$ cat config.mk
export PLATFORM = sky130hd
export DESIGN_NAME = pid_controller_clamped_core
export DESIGN_NICKNAME = d
export VERILOG_FILES = /design/src/rtl/pidcc_pkg.sv /design/src/rtl/pidcc_mul.sv /design/src/rtl/pidcc_div.sv /design/src/rtl/pid_controller_clamped_core.sv
export SDC_FILE = /design/constraint.sdc
export NUM_CORES = 2
export LEC_CHECK = 0
export BUFFER_PORTS_ARGS = -buffer_cell sky130_fd_sc_hd__buf_2
export CAP_MARGIN = 20
export CORE_MARGIN = 8
export CORE_UTILIZATION = 25
export DETAILED_ROUTE_END_ITERATION = 8
export GPL_TIMING_DRIVEN = 1
export PLACE_DENSITY_LB_ADDON = 0.08
export SLEW_MARGIN = 20
export SYNTH_ARGS = -nofsm -noshare
export SYNTH_HDL_FRONTEND = slang
export SYNTH_SLANG_ARGS = --single-unit
export TNS_END_PERCENT = 50
$ cat constraint.sdc
create_clock -name clk -period 25.5 [get_ports clk]
set_clock_uncertainty 0.05 [all_clocks]
set_input_delay 2.55 -clock clk [delete_from_list [all_inputs] [get_ports clk]]
set_output_delay 2.55 -clock clk [all_outputs]
set_load 0.01 [all_outputs]
$ cat src/rtl/pidcc_pkg.sv
// pidcc_pkg: shared widths, register indexes and handshake structs of the
// clamped pid controller core. Depends on nothing; used by every rtl file.
package pidcc_pkg;

  localparam int DATA_W    = 32;
  localparam int TIME_W    = 31;
  localparam int PROD_W    = 2 * DATA_W;
  localparam int FRAC_BITS = 16;
  localparam int CFG_IDX_W = 3;

  // configuration register indexes
  localparam logic [CFG_IDX_W-1:0] REG_GAIN_P    = 3'd0;
  localparam logic [CFG_IDX_W-1:0] REG_GAIN_I    = 3'd1;
  localparam logic [CFG_IDX_W-1:0] REG_GAIN_D    = 3'd2;
  localparam logic [CFG_IDX_W-1:0] REG_OUT_LOWER = 3'd3;
  localparam logic [CFG_IDX_W-1:0] REG_OUT_UPPER = 3'd4;
  localparam logic [CFG_IDX_W-1:0] REG_ACC_LOWER = 3'd5;
  localparam logic [CFG_IDX_W-1:0] REG_ACC_UPPER = 3'd6;

  typedef logic signed [DATA_W-1:0] data_t;
  typedef logic signed [PROD_W-1:0] prod_t;

  typedef struct packed {
    logic  en;
    data_t a;
    data_t b;
  } mul_req_t;

  typedef struct packed {
    logic              start;
    logic [PROD_W-1:0] dividend;
    logic [TIME_W-1:0] divisor;
  } div_req_t;

  typedef struct packed {
    logic              busy;
    logic [PROD_W-1:0] quotient;
  } div_rsp_t;

endpackage

$ cat src/rtl/pidcc_mul.sv
// pidcc_mul: shared signed 32x32 multiplier with a registered 64-bit product.
// Depends on pidcc_pkg.
module pidcc_mul (
  input  logic                clk,
  input  pidcc_pkg::mul_req_t req,
  output pidcc_pkg::prod_t    prod
);

  always_ff @(posedge clk) begin
    if (req.en) begin
      prod <= $signed(req.a) * $signed(req.b);
    end
  end

endmodule

$ cat src/rtl/pidcc_div.sv
// pidcc_div: unsigned restoring divider, two quotient bits per cycle.
// Depends on pidcc_pkg.
module pidcc_div (
  input  logic                clk,
  input  logic                rst,
  input  pidcc_pkg::div_req_t req,
  output pidcc_pkg::div_rsp_t rsp
);

  localparam int STEPS = pidcc_pkg::PROD_W / 2;
  localparam int CNT_W = $clog2(STEPS);
  localparam int TW    = pidcc_pkg::TIME_W;
  localparam int PW    = pidcc_pkg::PROD_W;

  logic             busy;
  logic [CNT_W-1:0] cnt;
  logic [TW-1:0]    rem;
  logic [TW-1:0]    rem_next;
  logic [PW-1:0]    quo;
  logic [PW-1:0]    quo_next;
  logic [TW-1:0]    divisor;

  // two dependent restoring steps on a 31-bit remainder
  always_comb begin
    logic [TW:0] trial;
    rem_next = rem;
    quo_next = quo;
    for (int k = 0; k < 2; k++) begin
      trial    = {rem_next, quo_next[PW-1]};
      quo_next = {quo_next[PW-2:0], 1'b0};
      if (trial >= {1'b0, divisor}) begin
        rem_next    = TW'(trial - {1'b0, divisor});
        quo_next[0] = 1'b1;
      end else begin
        rem_next = trial[TW-1:0];
      end
    end
  end

  always_ff @(posedge clk) begin
    if (rst) begin
      busy <= 1'b0;
      cnt  <= '0;
    end else if (req.start) begin
      busy <= 1'b1;
      cnt  <= CNT_W'(STEPS - 1);
    end else if (busy) begin
      cnt <= cnt - 1'b1;
      if (cnt == '0) begin
        busy <= 1'b0;
      end
    end
  end

  always_ff @(posedge clk) begin
    if (req.start) begin
      rem     <= '0;
      quo     <= req.dividend;
      divisor <= req.divisor;
    end else if (busy) begin
      rem <= rem_next;
      quo <= quo_next;
    end
  end

  assign rsp.busy     = busy;
  assign rsp.quotient = quo;

endmodule

$ cat src/rtl/pid_controller_clamped_core.sv
// pid_controller_clamped_core: top level of the fixed-point pid controller.
// Depends on pidcc_pkg, pidcc_mul and pidcc_div.
//
// usage
//   input channel: setpoint, measured, step_time under in_valid / in_ready.
//   one beat in gives exactly one drive beat out under out_valid / out_ready.
//   configuration: cfg_we writes cfg_data into register cfg_index
//   (0 gain_p, 1 gain_i, 2 gain_d, 3/4 drive limits, 5/6 integral
//   limits); write only while no beat is in flight.
//   per beat, the 64-by-31 derivative division runs two quotient bits a
//   cycle and takes the most time, while the shared multiplier takes the
//   p, derivative, integral-step and i products in turn.
//   a zero step_time beat skips all of that and returns 0.
//   throughput: one beat at a time; in_ready is high only in the idle state.
//   a finished drive waits in the output register, so the next beat can be
//   taken and computed while the receiver stalls; only the final load waits.
//   reset: gains clear, limits open to the full range, the accumulated error
//   and last error clear, and the first beat after reset has no derivative.
module pid_controller_clamped_core (
  input  logic                                clk,
  input  logic                                rst,
  input  logic                                in_valid,
  output logic                                in_ready,
  input  logic signed [31:0]                  setpoint,
  input  logic signed [31:0]                  measured,
  input  logic [30:0]                         step_time,
  output logic                                out_valid,
  input  logic                                out_ready,
  output logic signed [31:0]                  drive,
  input  logic                                cfg_we,
  input  logic [pidcc_pkg::CFG_IDX_W-1:0]     cfg_index,
  input  logic [31:0]                         cfg_data
);

  localparam int DW = pidcc_pkg::DATA_W;
  localparam int PW = pidcc_pkg::PROD_W;
  localparam int TW = pidcc_pkg::TIME_W;

  localparam logic signed [PW-1:0] S64_MAX = 64'sd2147483647;
  localparam logic signed [PW-1:0] S64_MIN = -64'sd2147483648;
  localparam logic signed [DW-1:0] S32_MAX = 32'sh7fffffff;
  localparam logic signed [DW-1:0] S32_MIN = 32'sh80000000;
  localparam logic [PW-1:0] Q_POS_MAX = 64'h0000_0000_7fff_ffff;
  localparam logic [PW-1:0] Q_NEG_MAX = 64'h0000_0000_8000_0000;

  // sequencer states
  localparam logic [3:0] S_IDLE = 4'd0;
  localparam logic [3:0] S_MP   = 4'd1;
  localparam logic [3:0] S_MD   = 4'd2;
  localparam logic [3:0] S_ME   = 4'd3;
  localparam logic [3:0] S_ACC  = 4'd4;
  localparam logic [3:0] S_MI   = 4'd5;
  localparam logic [3:0] S_WI   = 4'd6;
  localparam logic [3:0] S_WAIT = 4'd7;
  localparam logic [3:0] S_DSAT = 4'd8;
  localparam logic [3:0] S_SUM  = 4'd9;

  function automatic pidcc_pkg::data_t sat32(input pidcc_pkg::prod_t x);
    if (x > S64_MAX) return S32_MAX;
    if (x < S64_MIN) return S32_MIN;
    return x[DW-1:0];
  endfunction

  // fixed-point product: floor shift, then saturate
  function automatic pidcc_pkg::data_t fsat(input pidcc_pkg::prod_t x);
    pidcc_pkg::prod_t sh;
    sh = x >>> pidcc_pkg::FRAC_BITS;
    return sat32(sh);
  endfunction

  // with crossed limits, a value above hi gives hi and any other gives lo
  function automatic pidcc_pkg::data_t clampv(input pidcc_pkg::data_t v,
                                              input pidcc_pkg::data_t lo,
                                              input pidcc_pkg::data_t hi);
    if (v > hi) return hi;
    if (v < lo) return lo;
    return v;
  endfunction

  // configuration
  pidcc_pkg::data_t gain_p, gain_i, gain_d;
  pidcc_pkg::data_t out_lower, out_upper, acc_lower, acc_upper;

  // controller state
  pidcc_pkg::data_t error_sum, last_error;
  logic             first_step;

  // per-beat working registers
  logic [3:0]       state, state_next;
  pidcc_pkg::data_t err;
  logic [TW-1:0]    dt;
  logic             zero;
  pidcc_pkg::data_t p_term, i_term, d_term;
  logic             div_used, div_neg;

  pidcc_pkg::mul_req_t mul_req;
  pidcc_pkg::prod_t    prod;
  pidcc_pkg::div_req_t div_req;
  pidcc_pkg::div_rsp_t div_rsp;

  pidcc_pkg::data_t diff;
  pidcc_pkg::data_t err_in;
  pidcc_pkg::data_t acc_new;
  pidcc_pkg::data_t d_sat;
  pidcc_pkg::data_t y;
  logic             in_beat;
  logic             load_out;

  pidcc_mul u_mul (
    .clk  (clk),
    .req  (mul_req),
    .prod (prod)
  );

  pidcc_div u_div (
    .clk (clk),
    .rst (rst),
    .req (div_req),
    .rsp (div_rsp)
  );

  assign in_ready = (state == S_IDLE);
  assign in_beat  = in_valid && in_ready;
  assign load_out = (state == S_SUM) && (!out_valid || out_ready);

  assign err_in  = sat32(PW'(setpoint) - PW'(measured));
  assign diff    = sat32(PW'(err) - PW'(last_error));
  assign acc_new = clampv(sat32(PW'(error_sum) + PW'(fsat(prod))), acc_lower, acc_upper);
  assign y       = zero ? '0
                 : clampv(sat32(PW'(p_term) + PW'(i_term) + PW'(d_term)),
                          out_lower, out_upper);

  // derivative quotient back to signed, saturated to 32 bits
  always_comb begin
    if (!div_used) begin
      d_sat = '0;
    end else if (div_neg) begin
      d_sat = (div_rsp.quotient > Q_NEG_MAX) ? S32_MIN
            : DW'(-div_rsp.quotient[DW-1:0]);
    end else begin
      d_sat = (div_rsp.quotient > Q_POS_MAX) ? S32_MAX
            : div_rsp.quotient[DW-1:0];
    end
  end

  // operand routing for the shared multiplier
  always_comb begin
    mul_req.en = 1'b0;
    mul_req.a  = err;
    mul_req.b  = gain_p;
    unique case (state)
      S_MP: begin
        mul_req.en = 1'b1;
      end
      S_MD: begin
        mul_req.en = 1'b1;
        mul_req.a  = gain_d;
        mul_req.b  = diff;
      end
      S_ME: begin
        mul_req.en = 1'b1;
        mul_req.b  = $signed({1'b0, dt});
      end
      S_MI: begin
        mul_req.en = 1'b1;
        mul_req.a  = gain_i;
        mul_req.b  = error_sum;
      end
      default: begin
      end
    endcase
  end

  // derivative division starts once gain_d * diff is out of the multiplier
  assign div_req.start    = (state == S_ME) && !first_step;
  assign div_req.dividend = prod[PW-1] ? PW'(-prod) : PW'(prod);
  assign div_req.divisor  = dt;

  always_comb begin
    state_next = state;
    unique case (state)
      S_IDLE: if (in_beat) begin
        state_next = (step_time == '0) ? S_SUM : S_MP;
      end
      S_MP:   state_next = S_MD;
      S_MD:   state_next = S_ME;
      S_ME:   state_next = S_ACC;
      S_ACC:  state_next = S_MI;
      S_MI:   state_next = S_WI;
      S_WI:   state_next = S_WAIT;
      S_WAIT: if (!div_rsp.busy) begin
        state_next = S_DSAT;
      end
      S_DSAT: state_next = S_SUM;
      S_SUM:  if (load_out) begin
        state_next = S_IDLE;
      end
      default: state_next = S_IDLE;
    endcase
  end

  // control state
  always_ff @(posedge clk) begin
    if (rst) begin
      state      <= S_IDLE;
      out_valid  <= 1'b0;
      error_sum  <= '0;
      last_error <= '0;
      first_step <= 1'b1;
      gain_p     <= '0;
      gain_i     <= '0;
      gain_d     <= '0;
      out_lower  <= S32_MIN;
      out_upper  <= S32_MAX;
      acc_lower  <= S32_MIN;
      acc_upper  <= S32_MAX;
    end else begin
      state <= state_next;
      if (load_out) begin
        out_valid <= 1'b1;
      end else if (out_ready) begin
        out_valid <= 1'b0;
      end
      if (state == S_ACC) begin
        error_sum  <= acc_new;
        last_error <= err;
        first_step <= 1'b0;
      end
      if (cfg_we) begin
        case (cfg_index)
          pidcc_pkg::REG_GAIN_P:    gain_p    <= cfg_data;
          pidcc_pkg::REG_GAIN_I:    gain_i    <= cfg_data;
          pidcc_pkg::REG_GAIN_D:    gain_d    <= cfg_data;
          pidcc_pkg::REG_OUT_LOWER: out_lower <= cfg_data;
          pidcc_pkg::REG_OUT_UPPER: out_upper <= cfg_data;
          pidcc_pkg::REG_ACC_LOWER: acc_lower <= cfg_data;
          pidcc_pkg::REG_ACC_UPPER: acc_upper <= cfg_data;
          default: begin
          end
        endcase
      end
    end
  end

  // datapath registers
  always_ff @(posedge clk) begin
    if (in_beat) begin
      err  <= err_in;
      dt   <= step_time;
      zero <= (step_time == '0);
    end
    if (state == S_MD) begin
      p_term <= fsat(prod);
    end
    if (state == S_ME) begin
      div_used <= !first_step;
      div_neg  <= prod[PW-1];
    end
    if (state == S_WI) begin
      i_term <= fsat(prod);
    end
    if (state == S_DSAT) begin
      d_term <= d_sat;
    end
    if (load_out) begin
      drive <= y;
    end
  end

`ifndef ASSERT_OFF
  a_div_start_idle: assert property (@(posedge clk) disable iff (rst)
    div_req.start |-> !div_rsp.busy)
    else $error("divider restarted while busy");

  a_dsat_after_div: assert property (@(posedge clk) disable iff (rst)
    (state == S_DSAT) |-> !div_rsp.busy)
    else $error("derivative taken before division finished");

  a_sum_hold: assert property (@(posedge clk) disable iff (rst)
    (!rst && state != S_ACC) |=> $stable(error_sum) && $stable(last_error))
    else $error("controller state changed outside the accumulate step");

  a_out_from_sum: assert property (@(posedge clk) disable iff (rst)
    $rose(out_valid) |-> $past(state) == S_SUM)
    else $error("drive beat raised outside the sum step");
`endif

endmodule

# [Word level (Yosys, flattened, before mapping)]
# Index checks and enable logic that the tools add are counted.
[op_classes] n_addsub=10 mul=1 magnitude_cmp=18 n_eq_ne=18 muxes=84 n_reduce_logical=21
[ops] operator="two-way mux 32 bit" count=35
[ops] operator="two-way mux 64 bit" count=3
[ops] operator="> comparator 33 x 32 -> 1 bit, second input constant" count=3
[ops] operator="less-than comparator 33 x 32 -> 1 bit, second input constant" count=3
[ops] operator="one-hot mux 32 bit (3 select lines)" count=1
[ops] operator="adder 32 x 32 -> 33 bit" count=2
[ops] operator="subtractor 32 x 32 -> 33 bit" count=2
[ops] operator=">= comparator 32 x 31 -> 1 bit" count=2
[ops] operator="> comparator 32 bit" count=2
[ops] operator="> comparator 64 x 31 -> 1 bit, second input constant" count=1
[ops] operator="> comparator 64 x 32 -> 1 bit, second input constant" count=1
[ops] operator="less-than comparator 32 bit" count=2
[ops] operator="multiplier 32 x 32 -> 64 bit" count=1
[ops] operator="negation 64 bit" count=1
[ops] operator="one-hot mux 32 bit (2 select lines)" count=1
[ops] operator="two-way mux 31 bit" count=2
[ops] operator="subtractor 31 bit" count=2
[ops] operator="> comparator 48 x 32 -> 1 bit, second input constant" count=1
[ops] operator="less-than comparator 48 x 32 -> 1 bit, second input constant" count=1
[ops] operator="one-hot mux 4 bit (10 select lines)" count=1
[ops] operator="two-way mux 1 bit" count=35
[ops] operator="adder 33 x 32 -> 34 bit" count=1
[ops] operator="> comparator 34 x 32 -> 1 bit, second input constant" count=1
[ops] operator="less-than comparator 34 x 32 -> 1 bit, second input constant" count=1
[ops] operator="24 further kinds" count=47
[totals] regBits=684 input_bits=135 out_inout_bits=34 elab_cells=179

# [Longest topological paths before layout]
[depth] ltp_word=16 mapped_depth=45 ltp_nobuf=41

# [Modules after synthesis]
# From an unflattened synthesis, not the netlist that was laid out.
[hier_totals] cells_unflattened=8940 hier_area_um2=80373.3
[by_module_without_submodules] mod="pidcc_mul" n_inst=1 cells_each=4054 area_per_inst_um2=38506.9 seq_area_each_um2=1921.8
[by_module_without_submodules] mod="pid_controller_clamped_core" n_inst=1 cells_each=3967 area_per_inst_um2=32834.0 seq_area_each_um2=11711.2
[by_module_without_submodules] mod="pidcc_div" n_inst=1 cells_each=919 area_per_inst_um2=9032.4 seq_area_each_um2=3593.4

# [Worst setup path after synthesis]
# OpenSTA, ideal clock, no wires.
[synth_path] path_kind="flip-flop to flip-flop" from="register err[8]" to="register u_mul.prod[61], data pin" setup_time_ps=262 arrival_ps=10615 t_required_ps=25188 setup_slack_ps=14574 stages_incl_launch_ff=41 n_path_buf=4 period_less_slack_ps=10926 path_cell_list="edfxtp_1 > ha_1 > and3_1 > and3_1 > a41oi_2 > a31o_2 > a31oi_1 > or3b_1 > and4b_1 > buf_2 > or3_1 > clkbuf_1 > nand2_1 > o211a_1 > buf_2 > buf_2 > nor3_1 > fa_1 > [5 not listed] > fa_1 > fa_1 > fa_1 > inv_1 > fa_1 > inv_1 > ha_1 > a21o_1 > a21o_1 > a221o_1 > a221oi_1 > o21ai_0 > a22o_1 > nor4_1 > o31ai_1 > a21o_1 > a211oi_1 > xnor2_1"
[synth_between] elab_chain_cells=8 elab_cells_between_ends=12 cone_classes="1 x add/sub; 1 x mul; 2 x order compare; 8 x mux"
[synth_rtl] item="from (decl)" line_no="pid_controller_clamped_core.sv:90" rtl="pidcc_pkg::data_t err;"
[synth_rtl] item="from (signal assigned)" line_no="pid_controller_clamped_core.sv:248" rtl="err <= err_in;"
[synth_rtl] item="subtractor 32 x 32 -> 33 bit" line_no="pid_controller_clamped_core.sv:127" rtl="assign diff = sat32(PW'(err) - PW'(last_error));"
[synth_rtl] item="less-than comparator 33 x 32 -> 1 bit" line_no="pid_controller_clamped_core.sv:60" rtl="if (x < S64_MIN) return S32_MIN;"
[synth_rtl] item="two-way mux 1 bit (2 in a row)" line_no="pid_controller_clamped_core.sv:60"
[synth_rtl] item="two-way mux 32 bit" line_no="pid_controller_clamped_core.sv:61" rtl="return x[DW-1:0];"
[synth_rtl] item="two-way mux 32 bit" line_no="pid_controller_clamped_core.sv:60"
[synth_rtl] item="one-hot mux 32 bit (3 select lines)" line_no="pid_controller_clamped_core.sv:151" rtl="unique case (state)"
[synth_rtl] item="multiplier 32 x 32 -> 64 bit (*)" line_no="pidcc_mul.sv:11" rtl="prod <= $signed(req.a) * $signed(req.b);"
[synth_rtl] item="to (signal assigned)" line_no="pidcc_mul.sv:11"
[synth_rtl] item="to (decl)" line_no="pidcc_mul.sv:6" rtl="output pidcc_pkg::prod_t prod"
# Mark *: on every way between the ends. The rest lies on a longest branch, timed or not. The select of a mux whose other input is x is not followed.
# A chain may end at the register's enable or synchronous reset.

# [Final worst setup path]
[layout_path] from="register err[0]" to="register u_mul.prod[63], data pin"
# Same word-level chain as after synthesis.

==> metrics.cfg <==
[critical_path]
r2r_slack_ns = 11.47
crit-reg2reg-launch = err[0]
r2r-end = u_mul.prod[63]
worstSetupEndpointType = flip-flop
critPathRequiredTime_ns = 25.91
cp_common_cell = fa_1
cp.arrival_ns = 14.43
slowest_delay_ns = 0.89
cp_slowest_cell = nor4_1
startpoint_type = flip-flop
critical_path_class = flip-flop to flip-flop
worstPathMaxFanout = 46
r2r_cells = 36

[timing]
setup_viol = 0
finalHoldViolations = 0
rsz0062_at_grt = false
max_slew_margin_pct = 17.2
fmax_mhz = 71.3
fin_crit_sh_pct = 55.0
maxSlewViolCount = 0
tns_ns = 0
tightest_slew_ns = 1.24
min_period_ns = 14.03

[detailed_routing]
via_per_inst = 4.94
drc = 0
route.final.wire_length_um = 353000
drt_iter0_drc = 4850
vias = 66200
dr.pass1.iters = 9
drtAntennaViolNets = 0
wl_per_cell_um = 26.4

[hold_path]
holdPathStages = 2
hold_start = gain_d[30]
hp-class = flip-flop to flip-flop
min_to = gain_d[30]

[floorplanning]
core-area_um2 = 321000
start_util_pct = 25.1
dieArea_um2 = 341000
die_w_um = 584
dieHeight_um = 584
num_rows = 208
ios = 169

[global_route]
grt_max_degree = 110
grt_pass1_vias = 69200
grt_util_all_layers_pct = 20.5
grt-ovfl-total = 0
grt_pass1_wl_um = 511000
antenna_found_initial = 18

[cts]
cts_hold_buf = 0
cts_max_path_buffers = 3
clk_pin_slew_ns = 0.06
htreeDepth = 3
clkLatencyLatePin_ns = 0.73
cts_root_buf = clkbuf_16
numCtsBuffers = 90
cts_tree = done
ctsResizeCount = 0
postCtsSetupBuffers = 0
cts_sinks = 684

[final_layout]
areaGrowthSynthToFinish_pct = 11.7
reg_top3 = u_div.quo: 64 flops, u_mul.prod: 64 flops
fin_nets = 10800
drive_gt1_share_pct = 7.19

[synth]
yosys.area_share.simple_pct = 14.9
ys_top_cells_by_area = fa_1 28%, edfxtp_1 13%, dfxtp_1 8.2%
yosysSeqAreaShare_pct = 21.4
syn_area_per_cell_um2 = 8.87
ys_types = 94
synth_top_area_cell = fa_1
synth_edf_count = 353
synth_compound_area_share_pct = 14.9
ys_warn_count = 0
synth_top_family_by_area = adder cells
synth-xor-area-share_pct = 3.10
syn_inst = 9081
synth.area.mux_share_pct = 1.08
async_flop_share_pct = 0
synth_ff_type = edfxtp_1
syn-num-nets = 10800
yosys.area.top_type_share_pct = 27.8
ys_ff_latch = 684
synthAdderAreaFrac_pct = 35.8
syn-cell-area_um2 = 80600

[flow_run]
cap_violations = 0

[run_status]
status = completed

[placement]
place_congestion = 0.885
port_buffers = 168
hpwlAfterDp_um = 279000

## cells in the final DEF (no fill, tap or decap), drive strengths merged, types with 28 or more instances in the layout
master / instances
clkbuf: 108
o21ai: 428
nand3: 244
a221oi: 51
nor2: 608
a21o: 154
nor4: 36
dfxtp: 331
o31ai: 54
nor2b: 53
edfxtp: 353
fa: 1120
a31oi: 41
or3: 64
nand2: 990
nand3b: 39
xor2: 141
a22oi: 40
a211oi: 49
a221o: 49
o2bb2ai: 32
o21bai: 35
nand4: 73
clkinv: 38
nor3: 270
mux2i: 70
ha: 504
nand2b: 64
xnor2: 144
a2111oi: 28
buf: 337
inv: 1385
a211o: 43
and3: 95
o21a: 122
a21oi: 591
## cell usage after synthesis (21+ instances only)
master        n
nor3_1      269
nand2_1     990
a211o_1      43
nand3_1     244
dfxtp_1     331
nor4_1       34
a221oi_1     51
a31oi_1      41
clkbuf_1    443
a2111oi_0    27
xor2_1      141
inv_1      1378
nor2b_1      53
ha_1        504
xnor2_1     144
o31a_1       21
o31ai_1      51
a221o_1      49
a21o_1      154
nand4_1      73
nand2b_1     64
buf_1        27
o2bb2ai_1    32
o21a_1      122
edfxtp_1    353
fa_1       1120
and2_1       24
o21ai_0     419
or3_1        62
and3_1       95
a22oi_1      40
buf_2        39
a21oi_1     590
o21bai_1     34
nor2_1      608
a211oi_1     49
mux2i_1      70
nand3b_1     39
## per-layer routing
layer,routed length [µm],global-route usage (%),up-vias
met4,11200,5.62,2
met3,15900,2.55,363
li1,-,-,30100
met5,12,0,-
met2,174000,35.9,1552
met1,152000,26.4,34200
## kinds of logic after synthesis
kind of cell	Yosys count
AND/OR/NAND/NOR	2630
buffers and inverters	1889
AO/OA/AOI/OAI	1873
adder cells (fa/ha/maj)	1635
flip-flops	684
XOR/XNOR	285
multiplexers	85
## metrics by stage
step           hold slack (ns)  area [µm²]  setup WS (ns)  cells  util, %
2_1_floorplan            0.375       80600          14.57   9081        -
3_3_place_gp             0.388       86700          11.72  13200     27.0
3_5_place_dp             0.393       86700          11.58  13200     27.0
4_1_cts                  0.401       89900          11.56  13400     28.0
5_1_grt                  0.413       90000          10.76  13400     28.0
6_report                 0.401       90000          11.47  13400     28.0
## worst max-delay path: cells and delay by family (launching register included)
| kind | cells | cell delay [ns] |
|---|---|---|
| simple gates | 9 | 2.87 |
| buf+inv | 4 | 0.94 |
| flops | 1 | 0.43 |
| compound gates | 11 | 3.86 |
| fa+ha+maj | 11 | 5.46 |
| xor+xnor | 1 | 0.09 |
## final cells by class
type	count	area (µm²)
Clock inverter	62	776
Tap cell	4305	5390
Clock buffer	108	2430
Inverter	1379	5180
Multi-Input combinational cell	6508	56800
Timing Repair Buffer	337	2130
Sequential cell	684	17200
Fill cell	34300	231000
Antenna cell	3	7.51
## worst max-delay path by stage
stage	from	endpoint	depth (start not counted)	slack, ns
floorplan	err[8]	u_mul.prod[61]	40	14.57
global placement	err[0]	u_mul.prod[63]	39	11.72
detailed placement	err[0]	u_mul.prod[63]	39	11.58
CTS	err[0]	u_mul.prod[63]	35	11.56
global route	err[0]	u_mul.prod[63]	35	10.76
finish	err[0]	u_mul.prod[63]	36	11.47
Power is left out: the tool's default activity adds up to more than one toggle a clock period on the data nets, which glitch-free logic cannot reach.
